File: src/rtl/md5_name_uuid_v3_assert.svh
// Assertion macros for the name-based UUID block
`ifndef MD5_NAME_UUID_V3_ASSERT_SVH
`define MD5_NAME_UUID_V3_ASSERT_SVH
// Check that an implication holds at every clock edge outside reset
`define MNU_ASSERT(label, clk, rst_n, prop, msg) \
  label: assert property (@(posedge clk) disable iff (!rst_n) prop) else $error(msg);
// Check that a condition never holds at a clock edge outside reset
`define MNU_ASSERT_NEVER(label, clk, rst_n, cond, msg) \
  label: assert property (@(posedge clk) disable iff (!rst_n) !(cond)) else $error(msg);
`endif

File: src/rtl/mnu_pkg.sv
// ----------------------------------------------------------------------------
// mnu_pkg
// Constants, types and round tables for the name-based UUID (MD5) block.
// ----------------------------------------------------------------------------
package mnu_pkg;

  localparam int unsigned WordW = 32;
  localparam int unsigned BufDepth = 16;

  localparam logic [31:0] InitA = 32'h67452301;
  localparam logic [31:0] InitB = 32'hefcdab89;
  localparam logic [31:0] InitC = 32'h98badcfe;
  localparam logic [31:0] InitD = 32'h10325476;
  localparam logic [7:0]  PadByte = 8'h80;
  localparam logic [63:0] VerMask = 64'hFFFFFFFFFFFF0FFF;
  localparam logic [63:0] VerSet  = 64'h0000000000003000;
  localparam logic [63:0] VarMask = 64'h3FFFFFFFFFFFFFFF;
  localparam logic [63:0] VarSet  = 64'h8000000000000000;

  typedef struct packed {
    logic [7:0] data_byte;
    logic       has_byte;
    logic       last_byte;
  } in_item_t;

  typedef struct packed {
    logic [63:0] uuid_high;
    logic [63:0] uuid_low;
  } out_item_t;

  // Control handed from the sequencer to the compression core
  typedef struct packed {
    logic       start;
    logic [5:0] round;
    logic       active;
  } core_ctl_t;

  function automatic logic [31:0] round_add(input logic [5:0] r);
    logic [31:0] k;
    case (r)
      6'd0: k = 32'hd76aa478; 6'd1: k = 32'he8c7b756; 6'd2: k = 32'h242070db;
      6'd3: k = 32'hc1bdceee; 6'd4: k = 32'hf57c0faf; 6'd5: k = 32'h4787c62a;
      6'd6: k = 32'ha8304613; 6'd7: k = 32'hfd469501; 6'd8: k = 32'h698098d8;
      6'd9: k = 32'h8b44f7af; 6'd10: k = 32'hffff5bb1; 6'd11: k = 32'h895cd7be;
      6'd12: k = 32'h6b901122; 6'd13: k = 32'hfd987193; 6'd14: k = 32'ha679438e;
      6'd15: k = 32'h49b40821; 6'd16: k = 32'hf61e2562; 6'd17: k = 32'hc040b340;
      6'd18: k = 32'h265e5a51; 6'd19: k = 32'he9b6c7aa; 6'd20: k = 32'hd62f105d;
      6'd21: k = 32'h02441453; 6'd22: k = 32'hd8a1e681; 6'd23: k = 32'he7d3fbc8;
      6'd24: k = 32'h21e1cde6; 6'd25: k = 32'hc33707d6; 6'd26: k = 32'hf4d50d87;
      6'd27: k = 32'h455a14ed; 6'd28: k = 32'ha9e3e905; 6'd29: k = 32'hfcefa3f8;
      6'd30: k = 32'h676f02d9; 6'd31: k = 32'h8d2a4c8a; 6'd32: k = 32'hfffa3942;
      6'd33: k = 32'h8771f681; 6'd34: k = 32'h6d9d6122; 6'd35: k = 32'hfde5380c;
      6'd36: k = 32'ha4beea44; 6'd37: k = 32'h4bdecfa9; 6'd38: k = 32'hf6bb4b60;
      6'd39: k = 32'hbebfbc70; 6'd40: k = 32'h289b7ec6; 6'd41: k = 32'heaa127fa;
      6'd42: k = 32'hd4ef3085; 6'd43: k = 32'h04881d05; 6'd44: k = 32'hd9d4d039;
      6'd45: k = 32'he6db99e5; 6'd46: k = 32'h1fa27cf8; 6'd47: k = 32'hc4ac5665;
      6'd48: k = 32'hf4292244; 6'd49: k = 32'h432aff97; 6'd50: k = 32'hab9423a7;
      6'd51: k = 32'hfc93a039; 6'd52: k = 32'h655b59c3; 6'd53: k = 32'h8f0ccc92;
      6'd54: k = 32'hffeff47d; 6'd55: k = 32'h85845dd1; 6'd56: k = 32'h6fa87e4f;
      6'd57: k = 32'hfe2ce6e0; 6'd58: k = 32'ha3014314; 6'd59: k = 32'h4e0811a1;
      6'd60: k = 32'hf7537e82; 6'd61: k = 32'hbd3af235; 6'd62: k = 32'h2ad7d2bb;
      default: k = 32'heb86d391;
    endcase
    return k;
  endfunction

  function automatic logic [4:0] rot_amount(input logic [5:0] r);
    logic [4:0] s;
    case ({r[5:4], r[1:0]})
      4'd0: s = 5'd7;  4'd1: s = 5'd12; 4'd2: s = 5'd17; 4'd3: s = 5'd22;
      4'd4: s = 5'd5;  4'd5: s = 5'd9;  4'd6: s = 5'd14; 4'd7: s = 5'd20;
      4'd8: s = 5'd4;  4'd9: s = 5'd11; 4'd10: s = 5'd16; 4'd11: s = 5'd23;
      4'd12: s = 5'd6; 4'd13: s = 5'd10; 4'd14: s = 5'd15; default: s = 5'd21;
    endcase
    return s;
  endfunction

  // Message word used by a round
  function automatic logic [3:0] word_index(input logic [5:0] r);
    logic [3:0] w;
    case (r[5:4])
      2'd0: w = r[3:0];
      2'd1: w = 4'(5 * r[3:0] + 1);
      2'd2: w = 4'(3 * r[3:0] + 5);
      default: w = 4'(7 * r[3:0]);
    endcase
    return w;
  endfunction

endpackage

File: src/rtl/mnu_if.sv
// ----------------------------------------------------------------------------
// mnu_if
// Valid/ready channel carrying one payload item.
// ----------------------------------------------------------------------------
interface mnu_if #(
  parameter type T = logic
);
  logic valid;
  logic ready;
  T     data;
  modport source (output valid, output data, input ready);
  modport sink   (input valid, input data, output ready);
endinterface

File: src/rtl/mnu_ram.sv
// ----------------------------------------------------------------------------
// mnu_ram
// Single-port-write, single-port-read RAM with registered read data.
// ----------------------------------------------------------------------------
module mnu_ram #(
  parameter int unsigned Width = 32,
  parameter int unsigned Depth = 16
) (
  input  logic                     clk_i,
  input  logic                     we_i,
  input  logic [$clog2(Depth)-1:0] waddr_i,
  input  logic [Width-1:0]         wdata_i,
  input  logic [$clog2(Depth)-1:0] raddr_i,
  output logic [Width-1:0]         rdata_o
);
  logic [Width-1:0] mem_q [Depth];

  always_ff @(posedge clk_i) begin
    if (we_i) mem_q[waddr_i] <= wdata_i;
    rdata_o <= mem_q[raddr_i];
  end
endmodule

File: src/rtl/mnu_core.sv
// ----------------------------------------------------------------------------
// mnu_core
// MD5 round unit: one round per cycle over the chaining words.
// ----------------------------------------------------------------------------
module mnu_core (
  input  logic                clk_i,
  input  logic                rst_ni,
  input  mnu_pkg::core_ctl_t  ctl_i,
  input  logic                init_i,
  input  logic [31:0]         word_i,
  output logic                done_o,
  output logic [127:0]        chain_o
);
  logic [31:0] a_q, b_q, c_q, d_q, a_d, b_d, c_d, d_d;
  logic [31:0] ha_q, hb_q, hc_q, hd_q, ha_d, hb_d, hc_d, hd_d;
  logic [31:0] f, t, rot;
  logic [4:0]  s;
  logic [5:0]  r;
  logic        fin_q;

  assign r = ctl_i.round;
  assign s = mnu_pkg::rot_amount(r);

  always_comb begin
    case (r[5:4])
      2'd0: f = (b_q & c_q) | (~b_q & d_q);
      2'd1: f = (d_q & b_q) | (~d_q & c_q);
      2'd2: f = b_q ^ c_q ^ d_q;
      default: f = c_q ^ (b_q | ~d_q);
    endcase
    t   = f + a_q + mnu_pkg::round_add(r) + word_i;
    rot = (t << s) | (t >> (6'd32 - {1'b0, s}));
  end

  always_comb begin
    a_d = a_q; b_d = b_q; c_d = c_q; d_d = d_q;
    ha_d = ha_q; hb_d = hb_q; hc_d = hc_q; hd_d = hd_q;
    if (init_i) begin
      ha_d = mnu_pkg::InitA; hb_d = mnu_pkg::InitB;
      hc_d = mnu_pkg::InitC; hd_d = mnu_pkg::InitD;
    end else if (ctl_i.start) begin
      a_d = ha_q; b_d = hb_q; c_d = hc_q; d_d = hd_q;
    end else if (ctl_i.active) begin
      a_d = d_q; d_d = c_q; c_d = b_q; b_d = b_q + rot;
    end else if (fin_q) begin
      ha_d = ha_q + a_q; hb_d = hb_q + b_q; hc_d = hc_q + c_q; hd_d = hd_q + d_q;
    end
  end

  always_ff @(posedge clk_i or negedge rst_ni) begin
    if (!rst_ni) begin
      ha_q <= mnu_pkg::InitA; hb_q <= mnu_pkg::InitB;
      hc_q <= mnu_pkg::InitC; hd_q <= mnu_pkg::InitD;
      fin_q <= 1'b0;
    end else begin
      ha_q <= ha_d; hb_q <= hb_d; hc_q <= hc_d; hd_q <= hd_d;
      fin_q <= ctl_i.active && (r == 6'd63);
    end
  end

  always_ff @(posedge clk_i) begin
    a_q <= a_d; b_q <= b_d; c_q <= c_d; d_q <= d_d;
  end

  assign done_o  = fin_q;
  // Show the finished chain already in the cycle of the final addition
  assign chain_o = fin_q ? {ha_q + a_q, hb_q + b_q, hc_q + c_q, hd_q + d_q}
                         : {ha_q, hb_q, hc_q, hd_q};
endmodule

File: src/rtl/md5_name_uuid_v3.sv
// ----------------------------------------------------------------------------
// md5_name_uuid_v3
// Streams a name one byte per item through MD5 and emits a version 3 UUID.
// ----------------------------------------------------------------------------
// channel | dir | payload
// in_i    | in  | data_byte[7:0], has_byte, last_byte
// out_o   | out | uuid_high[63:0], uuid_low[63:0]
//
// Byte items are taken one per cycle while idle; the 64th byte of a block
// starts compression (one MD5 round per cycle, word reads from the block RAM).
// A last item pads byte by byte (up to 72 pad bytes), compressing one or two
// blocks, then loads the result register. Reset restores the MD5 initial
// chain; the block RAM needs no clearing. Input stalls while busy; the result
// register holds until taken and the next item may enter meanwhile. A UUID
// that finishes while the previous one still waits holds in the final state.
// ----------------------------------------------------------------------------
`include "md5_name_uuid_v3_assert.svh"

module md5_name_uuid_v3 (
  input logic clk_i,
  input logic rst_ni,
  mnu_if.sink   in_i,
  mnu_if.source out_o
);
  typedef enum logic [4:0] {
    StIdle = 5'b00001,
    StPad  = 5'b00010,
    StLoad = 5'b00100,
    StRun  = 5'b01000,
    StFin  = 5'b10000
  } state_e;

  state_e      st_q, st_d;
  logic [5:0]  pos_q, pos_d;
  logic [63:0] bits_q, bits_d;
  logic [1:0]  len_q, len_d;
  logic        padding_q, padding_d;
  logic [5:0]  rnd_q, rnd_d;
  logic [31:0] word_q, word_d;
  logic        wr_en, acc, init;
  logic [3:0]  raddr;
  logic [31:0] rdata, wdata;
  logic [7:0]  byte_v, pad_v;
  logic        put;
  logic        done;
  logic [127:0] chain;
  mnu_pkg::core_ctl_t ctl;
  mnu_pkg::out_item_t res_q, res_d;
  logic        ovalid_q, ovalid_d;
  logic [63:0] hi, lo;

  assign in_i.ready = (st_q == StIdle) && !padding_q;
  assign acc = in_i.valid && in_i.ready;

  // Pad byte for current position: marker, zeros, then the bit length
  always_comb begin
    pad_v = 8'h00;
    if (len_q[1]) pad_v = mnu_pkg::PadByte;
    else if (len_q[0] && pos_q >= 6'd56) pad_v = 8'(bits_q >> {pos_q[2:0], 3'b000});
  end

  // Byte assembly register for the current word (writes whole words)
  always_comb begin
    put    = 1'b0;
    byte_v = 8'h00;
    if (acc && in_i.data.has_byte) begin put = 1'b1; byte_v = in_i.data.data_byte; end
    if (st_q == StPad) begin put = 1'b1; byte_v = pad_v; end
    word_d = word_q;
    case (pos_q[1:0])
      2'd0: word_d = {24'h0, byte_v};
      2'd1: word_d[15:8] = byte_v;
      2'd2: word_d[23:16] = byte_v;
      default: word_d[31:24] = byte_v;
    endcase
    if (!put) word_d = word_q;
    wdata = word_d;
    wr_en = put;
  end

  always_comb begin
    st_d = st_q; pos_d = pos_q; bits_d = bits_q; len_d = len_q;
    padding_d = padding_q; rnd_d = rnd_q; init = 1'b0;
    ctl = '0; raddr = mnu_pkg::word_index(rnd_q);
    res_d = res_q; ovalid_d = ovalid_q;
    hi = '0; lo = '0;
    if (out_o.ready) ovalid_d = 1'b0;
    case (st_q)
      StIdle: begin
        if (padding_q && !ovalid_q) begin
          st_d = StPad;
          len_d = 2'b10;
        end else if (acc) begin
          if (in_i.data.has_byte) begin
            pos_d = pos_q + 6'd1;
            bits_d = bits_q + 64'd8;
            if (pos_q == 6'd63) begin st_d = StLoad; rnd_d = '0; end
          end
          if (in_i.data.last_byte) begin
            padding_d = 1'b1;
            len_d = 2'b10;
            if (!(in_i.data.has_byte && pos_q == 6'd63)) st_d = StPad;
          end
        end
      end
      StPad: begin
        pos_d = pos_q + 6'd1;
        len_d[1] = 1'b0;
        // Length goes in this block once slot 55 is filled
        if (pos_q == 6'd55) len_d[0] = 1'b1;
        if (pos_q == 6'd63) begin st_d = StLoad; rnd_d = '0; end
      end
      StLoad: begin
        ctl.start = 1'b1;
        st_d = StRun;
        rnd_d = 6'd1;
      end
      StRun: begin
        ctl.active = 1'b1;
        ctl.round = rnd_q - 6'd1;
        rnd_d = rnd_q + 6'd1;
        if (rnd_q == 6'd0) st_d = StFin;
      end
      StFin: begin
        if (padding_q && len_q[0]) begin
          // Hold until the result register is free
          if (!ovalid_q || out_o.ready) begin
            st_d = StIdle;
            padding_d = 1'b0;
            hi = {chain[103:96], chain[111:104], chain[119:112], chain[127:120],
                  chain[71:64], chain[79:72], chain[87:80], chain[95:88]};
            lo = {chain[39:32], chain[47:40], chain[55:48], chain[63:56],
                  chain[7:0], chain[15:8], chain[23:16], chain[31:24]};
            res_d.uuid_high = (hi & mnu_pkg::VerMask) | mnu_pkg::VerSet;
            res_d.uuid_low  = (lo & mnu_pkg::VarMask) | mnu_pkg::VarSet;
            ovalid_d = 1'b1;
            init = 1'b1;
            bits_d = '0;
            len_d = '0;
          end
        end else if (padding_q) begin
          // Continue padding in a fresh block
          st_d = StPad;
        end else begin
          st_d = StIdle;
        end
      end
      default: st_d = StIdle;
    endcase
    if (st_q == StRun) raddr = mnu_pkg::word_index(rnd_q);
    if (st_q == StLoad) raddr = mnu_pkg::word_index(6'd0);
  end

  mnu_ram #(.Width(mnu_pkg::WordW), .Depth(mnu_pkg::BufDepth)) u_buf (
    .clk_i   (clk_i),
    .we_i    (wr_en),
    .waddr_i (pos_q[5:2]),
    .wdata_i (wdata),
    .raddr_i (raddr),
    .rdata_o (rdata)
  );

  mnu_core u_core (
    .clk_i   (clk_i),
    .rst_ni  (rst_ni),
    .ctl_i   (ctl),
    .init_i  (init),
    .word_i  (rdata),
    .done_o  (done),
    .chain_o (chain)
  );

  always_ff @(posedge clk_i or negedge rst_ni) begin
    if (!rst_ni) begin
      st_q <= StIdle; pos_q <= '0; bits_q <= '0; len_q <= '0;
      padding_q <= 1'b0; rnd_q <= '0; ovalid_q <= 1'b0;
    end else begin
      st_q <= st_d; pos_q <= pos_d; bits_q <= bits_d; len_q <= len_d;
      padding_q <= padding_d; rnd_q <= rnd_d; ovalid_q <= ovalid_d;
    end
  end

  always_ff @(posedge clk_i) begin
    word_q <= word_d;
    res_q  <= res_d;
  end

  assign out_o.valid = ovalid_q;
  assign out_o.data  = res_q;

  `MNU_ASSERT_NEVER(a_no_accept_busy, clk_i, rst_ni, (st_q != StIdle) && in_i.ready, "accept while busy")
  `MNU_ASSERT(a_res_stays, clk_i, rst_ni, (out_o.valid && !out_o.ready) |=> out_o.valid, "result dropped")
  `MNU_ASSERT(a_run_len, clk_i, rst_ni, (st_q == StLoad) |=> (st_q == StRun), "load not followed by rounds")
  `MNU_ASSERT(a_fin_done, clk_i, rst_ni, (st_q == StRun && rnd_q == 6'd0) |=> done, "no final add after rounds")
endmodule

File: src/flat_wrapper.sv
// flat-port wrapper written by rule: the top's interface ports become plain ports
module md5_name_uuid_v3_flat 
  (clk_i, rst_ni, in_i_valid, in_i_data, in_i_ready, out_o_valid, out_o_data, out_o_ready);
  mnu_if #(.T(mnu_pkg::in_item_t)) in_i_i ();
  mnu_if #(.T(mnu_pkg::out_item_t)) out_o_i ();
  input logic clk_i;
  input logic rst_ni;
  input wire logic [$bits(in_i_i.valid)-1:0] in_i_valid;
  input wire logic [$bits(in_i_i.data)-1:0] in_i_data;
  output wire logic [$bits(in_i_i.ready)-1:0] in_i_ready;
  output wire logic [$bits(out_o_i.valid)-1:0] out_o_valid;
  output wire logic [$bits(out_o_i.data)-1:0] out_o_data;
  input wire logic [$bits(out_o_i.ready)-1:0] out_o_ready;
  assign in_i_i.valid = in_i_valid;
  assign in_i_i.data = in_i_data;
  assign in_i_ready = in_i_i.ready;
  assign out_o_valid = out_o_i.valid;
  assign out_o_data = out_o_i.data;
  assign out_o_i.ready = out_o_ready;
  md5_name_uuid_v3 u_core (.clk_i(clk_i), .rst_ni(rst_ni), .in_i(in_i_i), .out_o(out_o_i));
endmodule
File: config.mk
export PLATFORM = sky130hd
export DESIGN_NAME = md5_name_uuid_v3_flat
export DESIGN_NICKNAME = d
export VERILOG_FILES = /design/src/rtl/mnu_pkg.sv /design/src/rtl/mnu_if.sv /design/src/rtl/mnu_ram.sv /design/src/rtl/mnu_core.sv /design/src/rtl/md5_name_uuid_v3.sv /design/src/flat_wrapper.sv
export VERILOG_INCLUDE_DIRS = /design/src /design/src/rtl
export SDC_FILE = /design/constraint.sdc
export NUM_CORES = 2
export LEC_CHECK = 0
export ABC_AREA = 1
export BUFFER_PORTS_ARGS = -buffer_cell sky130_fd_sc_hd__buf_2
export CAP_MARGIN = 0
export CORE_AREA = 2 2 331 333
export DETAILED_ROUTE_END_ITERATION = 10
export DIE_AREA = 0 0 333 335
export PLACE_DENSITY = 0.82
export RECOVER_POWER = 25
export SETUP_SLACK_MARGIN = 0.02
export SLEW_MARGIN = 20
export SYNTH_ARGS = -nofsm -noshare
export SYNTH_HDL_FRONTEND = slang
export SYNTH_SLANG_ARGS = --single-unit
File: constraint.sdc
create_clock -name clk_i -period 8.1 [get_ports clk_i]
set_clock_uncertainty 0.15 [all_clocks]
set_input_delay 2.43 -clock clk_i [delete_from_list [all_inputs] [get_ports clk_i]]
set_output_delay 2.43 -clock clk_i [all_outputs]
set_load 0.05 [all_outputs]
==> flow_summary.yaml <==
pwr:
  p_leak_nw: 32.7
  pwr_density_cell_nw_per_um2: 370
  internal-power_mw: 15.6
  seq_power_share: 0.234
  power.total_mw: 28.1
  pwr-share-comb: 0.579
  p_sw_mw: 12.5
  ir_drop_uv: 592
  switching_share: 0.445
  clkPwrFrac: 0.187
detailed_routing:
  routed_via_density: 6.23
  first_pass_iters: 7
  drtIter0Drc: 7850
  drcViolationCount: 0
  final_antenna_net_count: 0
  wl_per_cell_um: 25.6
  wirelength_um: 244000
  num_vias: 59400
timing:
  setup_viol_count_final: 19
  fin_crit_sh: 1.03
  finalHoldViolCount: 0
  relSlewSlack: -2.26
  clock.fmax_mhz: 120
  post-route-min-period_ps: 8370
  rsz0062_at_grt: "true"
  fin_ws_ps: -267
  drv_slew: 202
  max_slew.worst_pin.slew_ps: 4900
min_path:
  hold_class: "flop to flop"
placed_design:
  place_hpwl_um: 177000
  port_buffers: 137
  place_ws_ps: -958
  gp_congestion: 1.06
clocking:
  cts_buffers: 107
  tritoncts: "yes"
  clockBufferDepth: 3
  clk_pin_slew_worst_paths_ps: 60
  clk_latency_ps: 780
  cts-root-buf: "clkbuf_16"
  clock-sinks: 1037
  cts_max_level: 3
  cts.hold.buffers_added: 0
worst_setup_path:
  worst_path_most_repeated_cell: "nand2_2"
  crit_type: "flop to flop"
  cp_top_family: "simple AND/OR/NAND/NOR gates"
  worst-path-max-fanout: 5
  crit_buf_inv: 9
  cp-end-kind: "flop"
  arrival_ps: 8630
  slowest_stage: "fa_1"
  max_stage_delay_ps: 560
  critPathLaunchType: "flop"
  cp.required_ps: 8370
global_routing:
  grt_pass1_vias: 57300
  track_usage: 0.430
  grt_max_degree: 203
  grt_first_pass_wirelength_um: 358000
  gr-total-overflow: 0
  antenna_found_initial: 9
synth:
  yosys_warnings: 0
  ys_types: 78
  yosysSeqAreaShare: 0.474
  synth_edf_count: 762
  netlist_area_um2: 62200
  syn_area_per_cell_um2: 8.60
  ys_async_sr_fraction: 0.203
  ys_ff_latch: 1037
  ys.flop_type: "edfxtp_1"
  syn_inst: 7240
final_layout:
  drive_gt1_frac: 0.208
  area_delta_synth_final_pct: 21.9
  nNetsFinal: 8328
  num-fill-cells: 8136
  regMostFlops: "u_core.u_buf.mem_q"
  largest_register_ffs: 512
job:
  maxCapViolCount: 4
run_status:
  status: "finished with violations"
  violations: "capacitance limit, slew limit, setup timing"
floorplan:
  num_rows: 121
  ioPinCount: 144
  chipWidth_um: 333
  coreArea_um2: 108000
  start_util: 0.576
  die_h_um: 335
  die_area_um2: 112000
## what timing repair did
item                       4_1_cts  5_1_grt
resized for setup              374      131
gates cloned                     1        0
pin swaps                       96       75
setup endpoints to repair       24       25
hold endpoints to repair         0        0
buffers inserted                64       23
## power by group through the flow
stage                     logic, mW  registers, mW  clock network (mW)
after floorplan                8.25           6.55                   0
after global placement         13.8           6.63                   0
after detailed placement       14.1           6.65                   0
after CTS                      15.3           6.55                5.26
after global routing           17.4           6.58                5.44
final                          16.3           6.56                5.27
## worst reg2reg max path, delay by kind of cell (launching register included)
kind | cells | cell delay (ps)
xor+xnor | 1 | 170
flops | 1 | 410
buf+inv | 9 | 870
compound gates | 13 | 1770
fa+ha+maj | 6 | 2080
simple gates | 26 | 2550
## cell families after synthesis
logic type / Yosys count / share of synthesized area
simple gates: 2508 / 0.172
fa+ha+maj: 296 / 0.0678
xor+xnor: 184 / 0.0260
buf+inv: 1261 / 0.0778
compound gates: 1884 / 0.171
flops: 1037 / 0.474
other cells: 2 / 0.000121
mux: 68 / 0.0110
## placed cells by master (no fill, tap or decap), types with 103 or more instances in the layout
| master | instances |
|---|---|
| xor2_1 | 111 |
| ha_1 | 185 |
| o21ai_1 | 107 |
| edfxtp_1 | 762 |
| dfrtp_1 | 146 |
| nand3_1 | 330 |
| o211ai_1 | 103 |
| inv_1 | 893 |
| buf_2 | 136 |
| o21ai_0 | 844 |
| nor2_1 | 333 |
| buf_4 | 763 |
| nand2_1 | 1435 |
| clkbuf_16 | 108 |
| a21oi_1 | 411 |
## synthesized netlist by cell type (103+ instances only)
library cell | number | area [um^2]
nor2_1 | 386 | 1450
ha_1 | 227 | 2840
edfxtp_1 | 762 | 22900
a21oi_1 | 454 | 2270
nand3_1 | 370 | 1850
xor2_1 | 117 | 1020
o21ai_0 | 915 | 4580
clkbuf_1 | 230 | 863
o211ai_1 | 103 | 773
nand2_1 | 1504 | 5650
dfrtp_1 | 146 | 3650
inv_1 | 937 | 3520
## metal layers
metal / wire, um / vias to the layer above / track usage
li1: - / 26400 / -
met1: 88800 / 28200 / 0.537
met2: 112000 / 3923 / 0.686
met3: 25500 / 830 / 0.0864
met4: 18300 / 10 / 0.272
met5: 91 / - / 0
## final cells by class
type	count	area, um^2	share of cell area
diodes	1	2.50	0.0000330
inverters	963	3640	0.0480
repair buffers	963	7340	0.0968
multi-input cells	4946	29800	0.393
clock buffers	139	2910	0.0383
clock inverters	65	860	0.0113
well taps	1414	1770	0.0233
flip-flops and latches	1037	29500	0.389
## path summary, 6_finish.rpt
| check | from | to | slack (ps) | depth (start not counted) |
|---|---|---|---|---|
| max in group asynchronous | rst_ni | u_core.u_core.hd_q[0]$_DFFE_PN0P_ | 1700 | 1 |
| setup reg to reg | u_core.rnd_q[1]$_DFFE_PN0P_ | u_core.u_core.b_q[20]$_DFFE_PP_ | -270 | 55 |
| min in group asynchronous | rst_ni | u_core.u_core.hc_q[24]$_DFFE_PN0P_ | 3270 | 1 |
| hold reg to reg | u_core.bits_q[63]$_DFFE_PN0P_ | u_core.bits_q[63]$_DFFE_PN0P_ | 320 | 1 |
| setup / recovery | u_core.rnd_q[1]$_DFFE_PN0P_ | u_core.u_core.b_q[20]$_DFFE_PP_ | -270 | 55 |
| hold / removal | u_core.bits_q[63]$_DFFE_PN0P_ | u_core.bits_q[63]$_DFFE_PN0P_ | 320 | 1 |
## per-stage QoR
stage	cell area, um^2	TNS (ps)	hold WS (ps)	util	instances
after floorplan	62300	0	284	-	7244
after global placement	69500	-14550	301	0.643	9237
after detailed placement	69500	-15030	315	0.643	9237
after CTS	75200	0	326	0.696	9504
after global routing	75900	-11060	366	0.702	9527
final	75900	-2700	325	0.702	9528
(Power assumes the default switching activity.)
